==> src/design/assert_macros.svh <==
// Assertion helpers shared by the RTL of the framer.
// Both forms are clocked on the rising edge and disabled while reset is low.
`ifndef ASSERT_MACROS_SVH
`define ASSERT_MACROS_SVH

// Same-cycle implication.
`define ASSERT_IMPL(label, clk, rst_n, ante, cons, msg) \
	label: assert property (@(posedge clk) disable iff (!(rst_n)) (ante) |-> (cons)) \
		else $error(msg);

// Next-cycle implication.
`define ASSERT_NEXT(label, clk, rst_n, ante, cons, msg) \
	label: assert property (@(posedge clk) disable iff (!(rst_n)) (ante) |=> (cons)) \
		else $error(msg);

`endif

==> src/design/hdgf_pkg.sv <==
// ----------------------------------------------------------------------------
// hdgf_pkg
// Shared types and defaults for the half-duplex idle-gap framer.
// ----------------------------------------------------------------------------
`default_nettype none

package hdgf_pkg;

	localparam int SEND_DEPTH_DEF    = 64;
	localparam int RECEIVE_DEPTH_DEF = 64;
	localparam logic [7:0] GAP_RESET = 8'd5;

	typedef enum logic [2:0] {
		CMD_TICK    = 3'd0,
		CMD_RX_BYTE = 3'd1,
		CMD_TX_DONE = 3'd2,
		CMD_WRITE   = 3'd3,
		CMD_START   = 3'd4,
		CMD_READ    = 3'd5,
		CMD_RELEASE = 3'd6
	} cmd_t;

	typedef enum logic [2:0] {
		MODE_IDLE      = 3'd0,
		MODE_SENDING   = 3'd1,
		MODE_SENT      = 3'd2,
		MODE_RECEIVING = 3'd3,
		MODE_RECEIVED  = 3'd4
	} mode_t;

	// Per-beat result flags and scalar fields; store bytes join later.
	typedef struct packed {
		logic       accepted;
		logic       tx_valid;
		logic       rd_valid;
		logic       line_drive;
		logic [6:0] frame_length;
		mode_t      mode;
	} result_t;

endpackage

`default_nettype wire

==> src/design/hdgf_ram.sv <==
// ----------------------------------------------------------------------------
// hdgf_ram
// Generic single-write, single-read RAM with registered, enabled read.
// ----------------------------------------------------------------------------
`default_nettype none

module hdgf_ram #(
	parameter int WIDTH = 8,
	parameter int DEPTH = 64,
	localparam int AW = (DEPTH > 1) ? $clog2(DEPTH) : 1
) (
	input  wire logic             clk,
	input  wire logic             we,
	input  wire logic [AW-1:0]    waddr,
	input  wire logic [WIDTH-1:0] wdata,
	input  wire logic             re,
	input  wire logic [AW-1:0]    raddr,
	output logic      [WIDTH-1:0] rdata
);

	logic [WIDTH-1:0] mem_q [DEPTH];

	always_ff @(posedge clk) begin
		if (we) begin
			mem_q[waddr] <= wdata;
		end
		if (re) begin
			rdata <= mem_q[raddr];
		end
	end

endmodule

`default_nettype wire

==> src/design/hdgf_ctrl.sv <==
// ----------------------------------------------------------------------------
// hdgf_ctrl
// Link mode machine: command decode, counters and store access requests.
// ----------------------------------------------------------------------------
`default_nettype none

module hdgf_ctrl #(
	parameter int SEND_DEPTH    = hdgf_pkg::SEND_DEPTH_DEF,
	parameter int RECEIVE_DEPTH = hdgf_pkg::RECEIVE_DEPTH_DEF,
	localparam int SAW = (SEND_DEPTH > 1) ? $clog2(SEND_DEPTH) : 1,
	localparam int RAW = (RECEIVE_DEPTH > 1) ? $clog2(RECEIVE_DEPTH) : 1
) (
	input  wire logic             clk,
	input  wire logic             arst_n,
	input  wire logic             cfg_wen,
	input  wire logic [7:0]       cfg_wdata,
	input  wire logic             acc,
	input  wire logic [2:0]       cmd,
	input  wire logic [7:0]       data,
	input  wire logic [5:0]       index,
	input  wire logic [7:0]       length,
	output hdgf_pkg::result_t     res,
	output logic                  tx_we,
	output logic [SAW-1:0]        tx_waddr,
	output logic [7:0]            tx_wdata,
	output logic                  tx_re,
	output logic [SAW-1:0]        tx_raddr,
	output logic                  rx_we,
	output logic [RAW-1:0]        rx_waddr,
	output logic [7:0]            rx_wdata,
	output logic                  rx_re,
	output logic [RAW-1:0]        rx_raddr
);

	localparam int RPW = $clog2(RECEIVE_DEPTH + 1);
	localparam logic [8:0] SDEPTH9 = 9'(SEND_DEPTH);
	localparam logic [8:0] RDEPTH9 = 9'(RECEIVE_DEPTH);

	hdgf_pkg::mode_t mode_q, mode_d;
	logic [7:0]     gap_q;
	logic [7:0]     tx_pos_q, tx_pos_d;
	logic [7:0]     tx_total_q, tx_total_d;
	logic [RPW-1:0] rx_pos_q, rx_pos_d;
	logic [RPW-1:0] rx_total_q, rx_total_d;
	logic [7:0]     sil_q, sil_d;
	logic           drive_q, drive_d;

	logic [8:0] idx9;
	logic [8:0] rx_pos9_inc;
	logic [7:0] tx_pos_inc;
	logic [7:0] sil_inc;
	logic [7:0] len_sat;
	logic       accepted, tx_valid, rd_valid;

	assign idx9        = {3'b000, index};
	assign rx_pos9_inc = 9'(rx_pos_q) + 9'd1;
	assign tx_pos_inc  = (tx_pos_q == 8'hFF) ? tx_pos_q : tx_pos_q + 8'd1;
	assign sil_inc     = (sil_q == 8'hFF) ? sil_q : sil_q + 8'd1;
	assign len_sat     = ({1'b0, length} > SDEPTH9) ? SDEPTH9[7:0] : length;
	assign tx_wdata    = data;
	assign rx_wdata    = data;
	assign rx_waddr    = rx_pos9_inc[RAW-1:0] - RAW'(1);

	always_comb begin
		mode_d     = mode_q;
		tx_pos_d   = tx_pos_q;
		tx_total_d = tx_total_q;
		rx_pos_d   = rx_pos_q;
		rx_total_d = rx_total_q;
		sil_d      = sil_q;
		drive_d    = drive_q;
		accepted   = 1'b0;
		tx_valid   = 1'b0;
		rd_valid   = 1'b0;
		tx_we      = 1'b0;
		tx_waddr   = idx9[SAW-1:0];
		tx_re      = 1'b0;
		tx_raddr   = '0;
		rx_we      = 1'b0;
		rx_re      = 1'b0;
		rx_raddr   = idx9[RAW-1:0];
		if (acc) begin
			unique case (hdgf_pkg::cmd_t'(cmd))
				hdgf_pkg::CMD_TICK: begin
					if (mode_q == hdgf_pkg::MODE_RECEIVING) begin
						sil_d = sil_inc;
						// gap of zero acts as one: sil_inc is never below one
						if (sil_inc >= gap_q) begin
							rx_total_d = rx_pos_q;
							rx_pos_d   = '0;
							mode_d     = hdgf_pkg::MODE_RECEIVED;
						end
					end
					if (mode_q == hdgf_pkg::MODE_SENT) begin
						drive_d = 1'b0;
						mode_d  = hdgf_pkg::MODE_IDLE;
					end
				end
				hdgf_pkg::CMD_RX_BYTE: begin
					rx_we = 1'b1;
					sil_d = '0;
					if (rx_pos9_inc >= RDEPTH9) begin
						rx_total_d = rx_pos9_inc[RPW-1:0];
						rx_pos_d   = '0;
						mode_d     = hdgf_pkg::MODE_RECEIVED;
					end else begin
						rx_pos_d = rx_pos9_inc[RPW-1:0];
						mode_d   = hdgf_pkg::MODE_RECEIVING;
					end
				end
				hdgf_pkg::CMD_TX_DONE: begin
					tx_pos_d = tx_pos_inc;
					if (tx_pos_inc < tx_total_q) begin
						tx_valid = 1'b1;
						tx_re    = 1'b1;
						tx_raddr = tx_pos_inc[SAW-1:0];
					end else begin
						mode_d = hdgf_pkg::MODE_SENT;
					end
				end
				hdgf_pkg::CMD_WRITE: begin
					tx_we = (idx9 < SDEPTH9);
				end
				hdgf_pkg::CMD_START: begin
					if (mode_q == hdgf_pkg::MODE_IDLE) begin
						accepted   = 1'b1;
						drive_d    = 1'b1;
						tx_total_d = len_sat;
						tx_pos_d   = '0;
						if (len_sat == 8'd0) begin
							mode_d = hdgf_pkg::MODE_SENT;
						end else begin
							mode_d   = hdgf_pkg::MODE_SENDING;
							tx_valid = 1'b1;
							tx_re    = 1'b1;
						end
					end
				end
				hdgf_pkg::CMD_READ: begin
					if (mode_q == hdgf_pkg::MODE_RECEIVED && idx9 < 9'(rx_total_q) &&
						idx9 < RDEPTH9) begin
						accepted = 1'b1;
						rd_valid = 1'b1;
						rx_re    = 1'b1;
					end
				end
				hdgf_pkg::CMD_RELEASE: begin
					if (mode_q == hdgf_pkg::MODE_RECEIVED) begin
						accepted = 1'b1;
						mode_d   = hdgf_pkg::MODE_IDLE;
					end
				end
				default: begin
				end
			endcase
		end
	end

	always_comb begin
		res.accepted     = accepted;
		res.tx_valid     = tx_valid;
		res.rd_valid     = rd_valid;
		res.line_drive   = drive_d;
		res.frame_length = 7'(rx_total_d);
		res.mode         = mode_d;
	end

	always_ff @(posedge clk or negedge arst_n) begin
		if (!arst_n) begin
			mode_q     <= hdgf_pkg::MODE_IDLE;
			gap_q      <= hdgf_pkg::GAP_RESET;
			tx_pos_q   <= '0;
			tx_total_q <= '0;
			rx_pos_q   <= '0;
			rx_total_q <= '0;
			sil_q      <= '0;
			drive_q    <= 1'b0;
		end else begin
			mode_q     <= mode_d;
			tx_pos_q   <= tx_pos_d;
			tx_total_q <= tx_total_d;
			rx_pos_q   <= rx_pos_d;
			rx_total_q <= rx_total_d;
			sil_q      <= sil_d;
			drive_q    <= drive_d;
			if (cfg_wen) begin
				gap_q <= cfg_wdata;
			end
		end
	end

endmodule

`default_nettype wire

==> src/design/half_duplex_idle_gap_framer.sv <==
// A result beat appears in the cycle after its command beat is taken.
// Throughput: one command beat per cycle unless m_tready stalls; store reads
// come from the RAM's registered port in the cycle the result register loads.
// Reset: arst_n clears the mode machine, counters, gap register (to 5) and
// the result valid; store contents are not cleared and need no sweep.
// ----------------------------------------------------------------------------
// half_duplex_idle_gap_framer
// Half-duplex byte link framer with idle-gap frame closing and send store.
// ----------------------------------------------------------------------------
`default_nettype none
`include "assert_macros.svh"

module half_duplex_idle_gap_framer #(
	parameter int SEND_DEPTH    = hdgf_pkg::SEND_DEPTH_DEF,
	parameter int RECEIVE_DEPTH = hdgf_pkg::RECEIVE_DEPTH_DEF
) (
	input  wire logic        clk,
	input  wire logic        arst_n,
	input  wire logic        cfg_wen,
	input  wire logic [7:0]  cfg_wdata,   // frame_gap_ticks
	input  wire logic        s_tvalid,
	output logic             s_tready,
	input  wire logic [23:0] s_tdata,     // data[7:0], index[13:8], length[21:14]
	input  wire logic [2:0]  s_tuser,     // cmd[2:0]
	output logic             m_tvalid,
	input  wire logic        m_tready,
	output logic [31:0]      m_tdata      // accepted[0], tx_valid[1], tx_byte[9:2],
	                                      // line_drive[10], read_byte[18:11],
	                                      // frame_length[25:19], mode[28:26]
);

	localparam int SAW = (SEND_DEPTH > 1) ? $clog2(SEND_DEPTH) : 1;
	localparam int RAW = (RECEIVE_DEPTH > 1) ? $clog2(RECEIVE_DEPTH) : 1;

	hdgf_pkg::result_t res, res_s1;
	logic           v_s1;
	logic           acc;
	logic           tx_we, tx_re, rx_we, rx_re;
	logic [SAW-1:0] tx_waddr, tx_raddr;
	logic [RAW-1:0] rx_waddr, rx_raddr;
	logic [7:0]     tx_wdata, rx_wdata, tx_rdata, rx_rdata;
	logic [7:0]     tx_byte, read_byte;

	// result register doubles as the output register; RAM read data holds
	// because a read is issued only on an accepted beat
	assign s_tready = !v_s1 || m_tready;
	assign acc      = s_tvalid && s_tready;

	hdgf_ctrl #(
		.SEND_DEPTH    (SEND_DEPTH),
		.RECEIVE_DEPTH (RECEIVE_DEPTH)
	) u_ctrl (
		.clk       (clk),
		.arst_n    (arst_n),
		.cfg_wen   (cfg_wen),
		.cfg_wdata (cfg_wdata),
		.acc       (acc),
		.cmd       (s_tuser),
		.data      (s_tdata[7:0]),
		.index     (s_tdata[13:8]),
		.length    (s_tdata[21:14]),
		.res       (res),
		.tx_we     (tx_we),
		.tx_waddr  (tx_waddr),
		.tx_wdata  (tx_wdata),
		.tx_re     (tx_re),
		.tx_raddr  (tx_raddr),
		.rx_we     (rx_we),
		.rx_waddr  (rx_waddr),
		.rx_wdata  (rx_wdata),
		.rx_re     (rx_re),
		.rx_raddr  (rx_raddr)
	);

	hdgf_ram #(
		.WIDTH (8),
		.DEPTH (SEND_DEPTH)
	) u_send_ram (
		.clk   (clk),
		.we    (tx_we),
		.waddr (tx_waddr),
		.wdata (tx_wdata),
		.re    (tx_re),
		.raddr (tx_raddr),
		.rdata (tx_rdata)
	);

	hdgf_ram #(
		.WIDTH (8),
		.DEPTH (RECEIVE_DEPTH)
	) u_recv_ram (
		.clk   (clk),
		.we    (rx_we),
		.waddr (rx_waddr),
		.wdata (rx_wdata),
		.re    (rx_re),
		.raddr (rx_raddr),
		.rdata (rx_rdata)
	);

	always_ff @(posedge clk or negedge arst_n) begin
		if (!arst_n) begin
			v_s1 <= 1'b0;
		end else if (s_tready) begin
			v_s1 <= s_tvalid;
		end
	end

	always_ff @(posedge clk) begin
		if (acc) begin
			res_s1 <= res;
		end
	end

	assign tx_byte   = res_s1.tx_valid ? tx_rdata : 8'd0;
	assign read_byte = res_s1.rd_valid ? rx_rdata : 8'd0;
	assign m_tvalid  = v_s1;
	assign m_tdata   = {3'b000, res_s1.mode, res_s1.frame_length, read_byte,
		res_s1.line_drive, tx_byte, res_s1.tx_valid, res_s1.accepted};

	`ASSERT_IMPL(a_tx_needs_drive, clk, arst_n, v_s1 && res_s1.tx_valid, res_s1.line_drive, "tx byte without line drive")
	`ASSERT_IMPL(a_read_in_received, clk, arst_n, v_s1 && res_s1.rd_valid, res_s1.mode == hdgf_pkg::MODE_RECEIVED, "frame read outside received mode")
	`ASSERT_NEXT(a_stall_holds_result, clk, arst_n, v_s1 && !m_tready, v_s1 && $stable(m_tdata), "result changed while stalled")

endmodule

`default_nettype wire
==> config.mk <==
export PLATFORM = sky130hd
export DESIGN_NAME = half_duplex_idle_gap_framer
export DESIGN_NICKNAME = d
export VERILOG_FILES = /design/src/design/hdgf_pkg.sv /design/src/design/hdgf_ram.sv /design/src/design/hdgf_ctrl.sv /design/src/design/half_duplex_idle_gap_framer.sv
export VERILOG_INCLUDE_DIRS = /design/src /design/src/design
export SDC_FILE = /design/constraint.sdc
export NUM_CORES = 1
export LEC_CHECK = 0
export ABC_AREA = 1
export ABC_CLOCK_PERIOD_IN_PS = 3710
export BUFFER_PORTS_ARGS = -buffer_cell sky130_fd_sc_hd__buf_4
export CAP_MARGIN = 30
export CORE_MARGIN = 5
export CORE_UTILIZATION = 55
export DETAILED_ROUTE_END_ITERATION = 10
export PLACE_DENSITY = 0.8
export SLEW_MARGIN = 20
export SYNTH_ARGS = -nofsm -noshare
export SYNTH_HDL_FRONTEND = slang
export SYNTH_SLANG_ARGS = --single-unit
==> constraint.sdc <==
create_clock -name clk -period 3.71 [get_ports clk]
set_input_delay 0.371 -clock clk [delete_from_list [all_inputs] [get_ports clk]]
set_output_delay 0.371 -clock clk [all_outputs]
set_load 0.05 [all_outputs]
==> Word level (Yosys, flattened, before mapping) <==
Memory sizes are Yosys's and may differ from the RTL's. A register that Yosys moved wholly into a read port is not among the register bits.
Cells that the tools add are included.
{ "totals": {"reg_bits": 65, "ramBits": 1024, "input_bits": 40, "output_inout_bits": 34, "elab_cells": 109, "memories": 2} }
{ "op_classes": {"add_sub_neg": 4, "n_lt_le_gt_ge": 6, "eq_ne": 14, "n_mux": 54, "reduce_logical": 14} }
{ "memory_table": {"columns": ["name", "words", "word_bits", "read_ports", "rd_clocked_by_memory_dff", "wr", "line_no", "rtl"], "rows": [
  ["u_recv_ram.mem_q", 64, 8, 1, 1, 1, "hdgf_ram.sv:21", "logic [WIDTH-1:0] mem_q [DEPTH];"],
  ["u_send_ram.mem_q", 64, 8, 1, 1, 1, "hdgf_ram.sv:21", null]
]} }
{ "ops": {"columns": ["operator", "n"], "rows": [
  ["8-bit 2-to-1 mux", 7],
  ["7-bit 2-to-1 mux", 7],
  ["8-bit case mux with 2 select lines", 2],
  ["7-bit case mux with 2 select lines", 2],
  ["3-bit 2-to-1 mux", 8],
  ["1-bit 2-to-1 mux", 20],
  ["6-bit 2-to-1 mux", 3],
  ["8-bit by 1-bit adder with 8-bit output, second input constant", 2],
  ["8-bit == test, second input constant", 2],
  ["3-bit case mux with 5 select lines", 1],
  ["3-bit by 2-bit == test with 1-bit output, second input constant", 4],
  ["3-bit == test, second input constant", 4],
  ["9-bit by 7-bit greater-or-equal comparator with 1-bit output, second input constant", 1],
  ["3-bit AND reduction", 3],
  ["7-bit by 1-bit adder with 8-bit output, second input constant", 1],
  ["8-bit greater-or-equal comparator", 1],
  ["8-bit by 7-bit > comparator with 1-bit output, second input constant", 1],
  ["8-bit logical NOT", 1],
  ["8-bit less-than comparator", 1],
  ["6-bit by 7-bit less-than comparator with 1-bit output", 1],
  ["6-bit by 7-bit less-than comparator with 1-bit output, second input constant", 1],
  ["3-bit logical NOT", 2],
  ["2-bit by 1-bit inequality test with 1-bit output, second input constant", 3],
  ["6-bit by 1-bit subtractor with 6-bit output, second input constant", 1],
  ["9 further kinds", 13]
]} }

==> Logic depth before layout (Yosys ltp) <==
{ "logic_depth": {"ltp_word": 8, "depth_mapped": 24, "mapped_depth_nobuf": 23} }

==> Cells and area by module <==
From an unflattened synthesis, not the netlist that was laid out.
{ "hier_totals": {"cells_unflattened": 4168, "hier_area_um2": 47251.6} }
{ "by_module_without_submodules": {"columns": ["mod", "instances", "cells_per_inst", "area_each_um2", "seq_area_each_um2"], "rows": [
  ["hdgf_ram", 2, 1805, 21419.3, 15615.0],
  ["hdgf_ctrl", 1, 487, 3693.5, 1253.7],
  ["half_duplex_idle_gap_framer", 1, 71, 719.4, 445.4]
]} }

==> Least setup slack after synthesis <==
OpenSTA, ideal clock, no wires.
{ "synth_path": {"path_type": "flip-flop to flip-flop", "from": "reg u_ctrl.tx_pos_q[0]", "to": "reg u_send_ram.rdata[0], read port of u_send_ram.mem_q, data pin", "setup_ps": 131, "t_arrival_ps": 3076, "required_time_ps": 3579, "path_slack_ps": 502, "stages_incl_launch_ff": 22, "path_buffers": 2, "synth_period_minus_slack_ps": 3208, "path_cell_list": "dfrtp_1 > ha_1 > nand2_1 > nor2_4 > nand2_2 > inv_1 > a21oi_1 > inv_1 > ha_1 > a21oi_1 > nor2_1 > a211oi_4 > clkbuf_1 > clkbuf_1 > nand4_1 > nand3_1 > nand3_1 > nand2_1 > nand2_1 > nand3_1 > nand3_1 > nand2_1"} }
{ "synth_between": {"elab_chain_cells": 6, "elab_cells_between_ends": 10, "cone_classes": "add/sub: 1; order compare: 1; eq/ne: 1; mux: 7"} }
{ "synth_rtl": {"columns": ["element", "line_no", "rtl"], "rows": [
  ["start, declared", "hdgf_ctrl.sv:41", "logic [7:0] tx_pos_q, tx_pos_d;"],
  ["start signal, assigned", "hdgf_ctrl.sv:180", "tx_pos_q <= tx_pos_d;"],
  ["8-bit by 1-bit adder with 8-bit output / 8-bit == test (equally long branches)", "hdgf_ctrl.sv:57", "assign tx_pos_inc = (tx_pos_q == 8'hFF) ? tx_pos_q : tx_pos_q + 8'd1;"],
  ["8-bit 2-to-1 mux (*)", "hdgf_ctrl.sv:57", null],
  ["8-bit less-than comparator", "hdgf_ctrl.sv:113", "if (tx_pos_inc < tx_total_q) begin"],
  ["1-bit 2-to-1 mux / 6-bit 2-to-1 mux (equally long branches)", "hdgf_ctrl.sv:113", null],
  ["1-bit case mux with 2 select lines / 6-bit 2-to-1 mux (equally long branches)", "hdgf_ctrl.sv:83", "unique case (hdgf_pkg::cmd_t'(cmd))"],
  ["1-bit 2-to-1 mux / 6-bit 2-to-1 mux (equally long branches)", "hdgf_ctrl.sv:82", "if (acc) begin"],
  ["end, declared", "hdgf_ram.sv:18", "output logic [WIDTH-1:0] rdata"]
]} }
Every way passes the cells marked *; elsewhere a longest branch is shown, timed or not.
A chain may end at the register's enable or synchronous reset.

==> Final worst setup path <==
{ "layout_path": {"from": "reg u_ctrl.tx_pos_q[1]", "to": "reg u_send_ram.rdata[2], read port of u_send_ram.mem_q, data pin"} }
The elaborated chain is that of the path after synthesis.

==> results.sh <==
export IMPL_register_area_mm2=0.0329
export IMPL_start_util_pct=55.3
export IMPL_syn_avg_cell_area_um2=12.7
export IMPL_rsz0062_at_grt="yes"
export IMPL_die_area_mm2=0.0881
export IMPL_numPortBuffers=68
export IMPL_grt_antenna_before_repair=0
export IMPL_tightest_slew_ps=998
export IMPL_grt_total_usage_pct=26.4
export IMPL_worstHoldStart="cfg_wen"
export IMPL_yosys_warnings=0
export IMPL_first_global_vias=31000
export IMPL_drc=0
export IMPL_cts_htree_levels=3
export IMPL_status="finished with violations"
export IMPL_crit_type="reg -> reg"
export IMPL_gr_total_overflow=0
export IMPL_area_growth_pct=16.0
export IMPL_num_vias=32100
export IMPL_dp_hpwl_um=67900
export IMPL_cp_startpoint="u_ctrl.tx_pos_q[1]"
export IMPL_grt_util_met3_pct=4.82
export IMPL_io_pins=74
export IMPL_fp_dieH_um=297
export IMPL_ant_nets=0
export IMPL_grt_pass1_wl_um=182000
export IMPL_die_w_um=297
export IMPL_synth_ff_type="edfxtp_1"
export IMPL_power_mw=26.6
export IMPL_clkTransAtPathRegs_ps=60
export IMPL_synthArstFlopShare_pct=4.62
export IMPL_crit_fanout=9
export IMPL_cp_start_kind="flip-flop"
export IMPL_core_rowCount=105
export IMPL_routedWlPerCell_um=25.8
export IMPL_busiest_layer="met2"
export IMPL_worst_ep_arrival_time_ps=4220
export IMPL_cts_max_path_buffers=3
export IMPL_fin_worst_skew_ps=35.8
export IMPL_grt_use_met2_pct=44.1
export IMPL_routed_wl_um=126000
export IMPL_fill_cells=5410
export IMPL_cts_tree="yes"
export IMPL_cap_violations=0
export IMPL_max_freq_mhz=264
export IMPL_holdWs_ps=37.3
export IMPL_synth_ff_latch_count=1105
export IMPL_setup_tns_ps=-246
export IMPL_multiInputGateArea_mm2=0.0111
export IMPL_drt_iter0_drc=4624
export IMPL_crit_required_ps=4140
export IMPL_power_density_mw_per_mm2=507
export IMPL_grt_start_max_net_pins=97
export IMPL_final_setup_worst_slack_ps=-76.8
export IMPL_vias_per_cell=6.57
export IMPL_violations="negative setup slack"
export IMPL_clk_insertion_delay_late_ps=690
export IMPL_synthDistinctLibCells=46
export IMPL_synth_top_area_share_pct=70.0
export IMPL_coreArea_mm2=0.0818
export IMPL_numClockSinks=1105
export IMPL_numCtsBuffers=102
export IMPL_synthCells=3562
export IMPL_drive_gt1_share_pct=14.2
export IMPL_period_minus_slack_ps=3790
export IMPL_hold_class="in -> reg"
export IMPL_fin_crit_sh_pct=102
export IMPL_num_antenna_cells=0
export IMPL_rr_startpoint="u_ctrl.tx_pos_q[1]"
export IMPL_synth_edf_count=1054
export IMPL_place_gp_congestion=0.936
export IMPL_met1_usage_pct=34.1
export IMPL_synthesis_area_mm2=0.0452
export IMPL_endpoint_kind="flip-flop"
export IMPL_synth_area_leader_cell="edfxtp_1"
export IMPL_leakagePower_nw=18.5
export IMPL_slew_limit_headroom_pct=33.4
export IMPL_finalSetupViolCount=6
export IMPL_final_nets=3797
export IMPL_slew_violations=0
export IMPL_irDropWorstVdd_v=0.000446
export IMPL_drtPass1Iterations=6
export IMPL_cts_root_buf="clkbuf_16"
export IMPL_synthTopCellsByArea="edfxtp_1 (70%), nand2_1 (5.8%), nand3_1 (5.1%), nand4_1 (4.6%), dfrtp_1 (2.7%)"
export IMPL_final_hold_viol_count=0
export IMPL_yosysSeqAreaShare_pct=72.8
[repair_timing]
item,4_1_cts,5_1_grt
endpoints found under the hold margin,64,0
pin swaps,8,23
setup endpoints to repair,8,31
buffers inserted,4,10
cloned,4,20
resized for setup,21,88
hold buffers,29,0
[final timing paths]
check | cells after the start | endpoint | slack [ps]
max | 24 | u_send_ram.rdata[2] | -80
min | 2 | u_ctrl.gap_q[7] | 40
max reg2reg | 24 | u_send_ram.rdata[2] | -80
min reg2reg | 2 | u_ctrl.rx_pos_q[6] | 530
max in group asynchronous | 2 | u_ctrl.tx_pos_q[0] | 2960
min in group asynchronous | 2 | u_ctrl.rx_total_q[1] | 280
[metrics by stage]
step	utilization [%]	instance area [µm²]	cells	setup slack [ps]
floorplan	-	45300	3564	502
global placement	58.4	47800	4628	32.2
detailed placement	58.5	47800	4630	-67.2
CTS	63.0	51600	4855	0.347
global route	64.1	52500	4888	-207
finish	64.1	52500	4888	-76.8
[metal layers]
metal / wire length [µm] / vias to the layer above
met3: 14700 / 510
met4: 7550 / 0
li1: - / 13600
met5: 0 / -
met1: 42800 / 15400
met2: 61000 / 2501
[cells in the mapped netlist, drive strengths merged, types with 2 or more instances]
cell / instances
edfxtp: 1054
nand2: 708
nand3: 459
nand4: 333
nor2: 184
buf: 152
inv: 148
clkbuf: 90
a22oi: 76
a221oi: 69
o21ai: 58
a22o: 49
dfrtp: 49
nor3: 30
a21oi: 29
ha: 23
o22ai: 11
xor2: 10
or2: 7
a31oi: 3
clkinv: 3
nor4: 3
a211oi: 2
dfstp: 2
o21bai: 2
[cell families (layout without fill, tap and decap cells)]
| group | count (synthesis) | in the layout | synth area share (%) |
|---|---|---|---|
| and+or+nand+nor | 1724 | 1724 | 17.7 |
| DFF | 1105 | 1105 | 72.8 |
| buffers and inverters | 393 | 647 | 3.75 |
| AOI/OAI and AO/OA | 305 | 305 | 4.91 |
| adders and majority gates | 23 | 23 | 0.636 |
| xor gates and xnor gates | 10 | 10 | 0.194 |
| other | 1 | 3 | 0.00829 |
| muxes | 1 | 1 | 0.0249 |
[flip-flops by register name (all words and copies together) (netlist names)]
signal / count
m_tdata: 13
m_tvalid: 1
res_s1: 1
u_ctrl.drive_q: 1
u_ctrl.gap_q: 8
u_ctrl.mode_q: 3
u_ctrl.rx_pos_q: 7
u_ctrl.rx_total_q: 7
u_ctrl.sil_q: 8
u_ctrl.tx_pos_q: 8
u_ctrl.tx_total_q: 8
u_recv_ram.mem_q: 512
u_recv_ram.rdata: 8
u_send_ram.mem_q: 512
u_send_ram.rdata: 8
[cell type report]
| class | count | area share [%] |
|---|---|---|
| multi-input cells | 2066 | 21.1 |
| repair buffers | 308 | 6.43 |
| clock buffers | 130 | 5.10 |
| flip-flops and latches | 1105 | 62.7 |
| clock inverters | 58 | 0.972 |
| inverters | 151 | 1.08 |
| well taps | 1070 | 2.55 |
[power by group]
part / switching, mW / internal, mW / leakage [nW] / total [mW]
Combinational: 1.75 / 0.835 / 6.87 / 2.59
Clock: 4.61 / 5.50 / 1.54 / 10.1
Sequential: 0.108 / 13.8 / 10.1 / 13.9
Total: 6.47 / 20.2 / 18.5 / 26.6
[worst max-delay path, cell delays in order (launching register included)]
cell	delay, ps
dfrtp_1	380
inv_2	70
nor3_2	150
inv_1	70
nor2_1	120
inv_1	90
nor2_2	120
inv_2	60
o21ai_2	140
nand3_2	120
ha_4	230
buf_4	140
a211oi_4	290
buf_6	180
nand3_4	160
clkbuf_16	260
clkbuf_16	190
nand2_1	60
nand3_1	80
nand3_1	100
nand2_1	100
nand2_1	80
nand3_1	120
nand3_1	140
nand2_1	60
[cells in the final DEF (no fill, tap or decap), drive strengths merged, types with 11 or more instances in the layout]
master	synthesis	routed
ha	23	23
a221oi	69	69
a22o	49	49
dlygate4sd3	0	29
edfxtp	1054	1054
nand4	333	333
nand3	459	459
nand2	708	708
dfrtp	49	49
clkbuf	90	144
o22ai	11	11
clkinv	3	46
inv	148	153
a21oi	29	29
a22oi	76	76
nor3	30	30
buf	152	265
nor2	184	184
o21ai	58	58
Note: power is estimated with default switching activity, not from simulation.
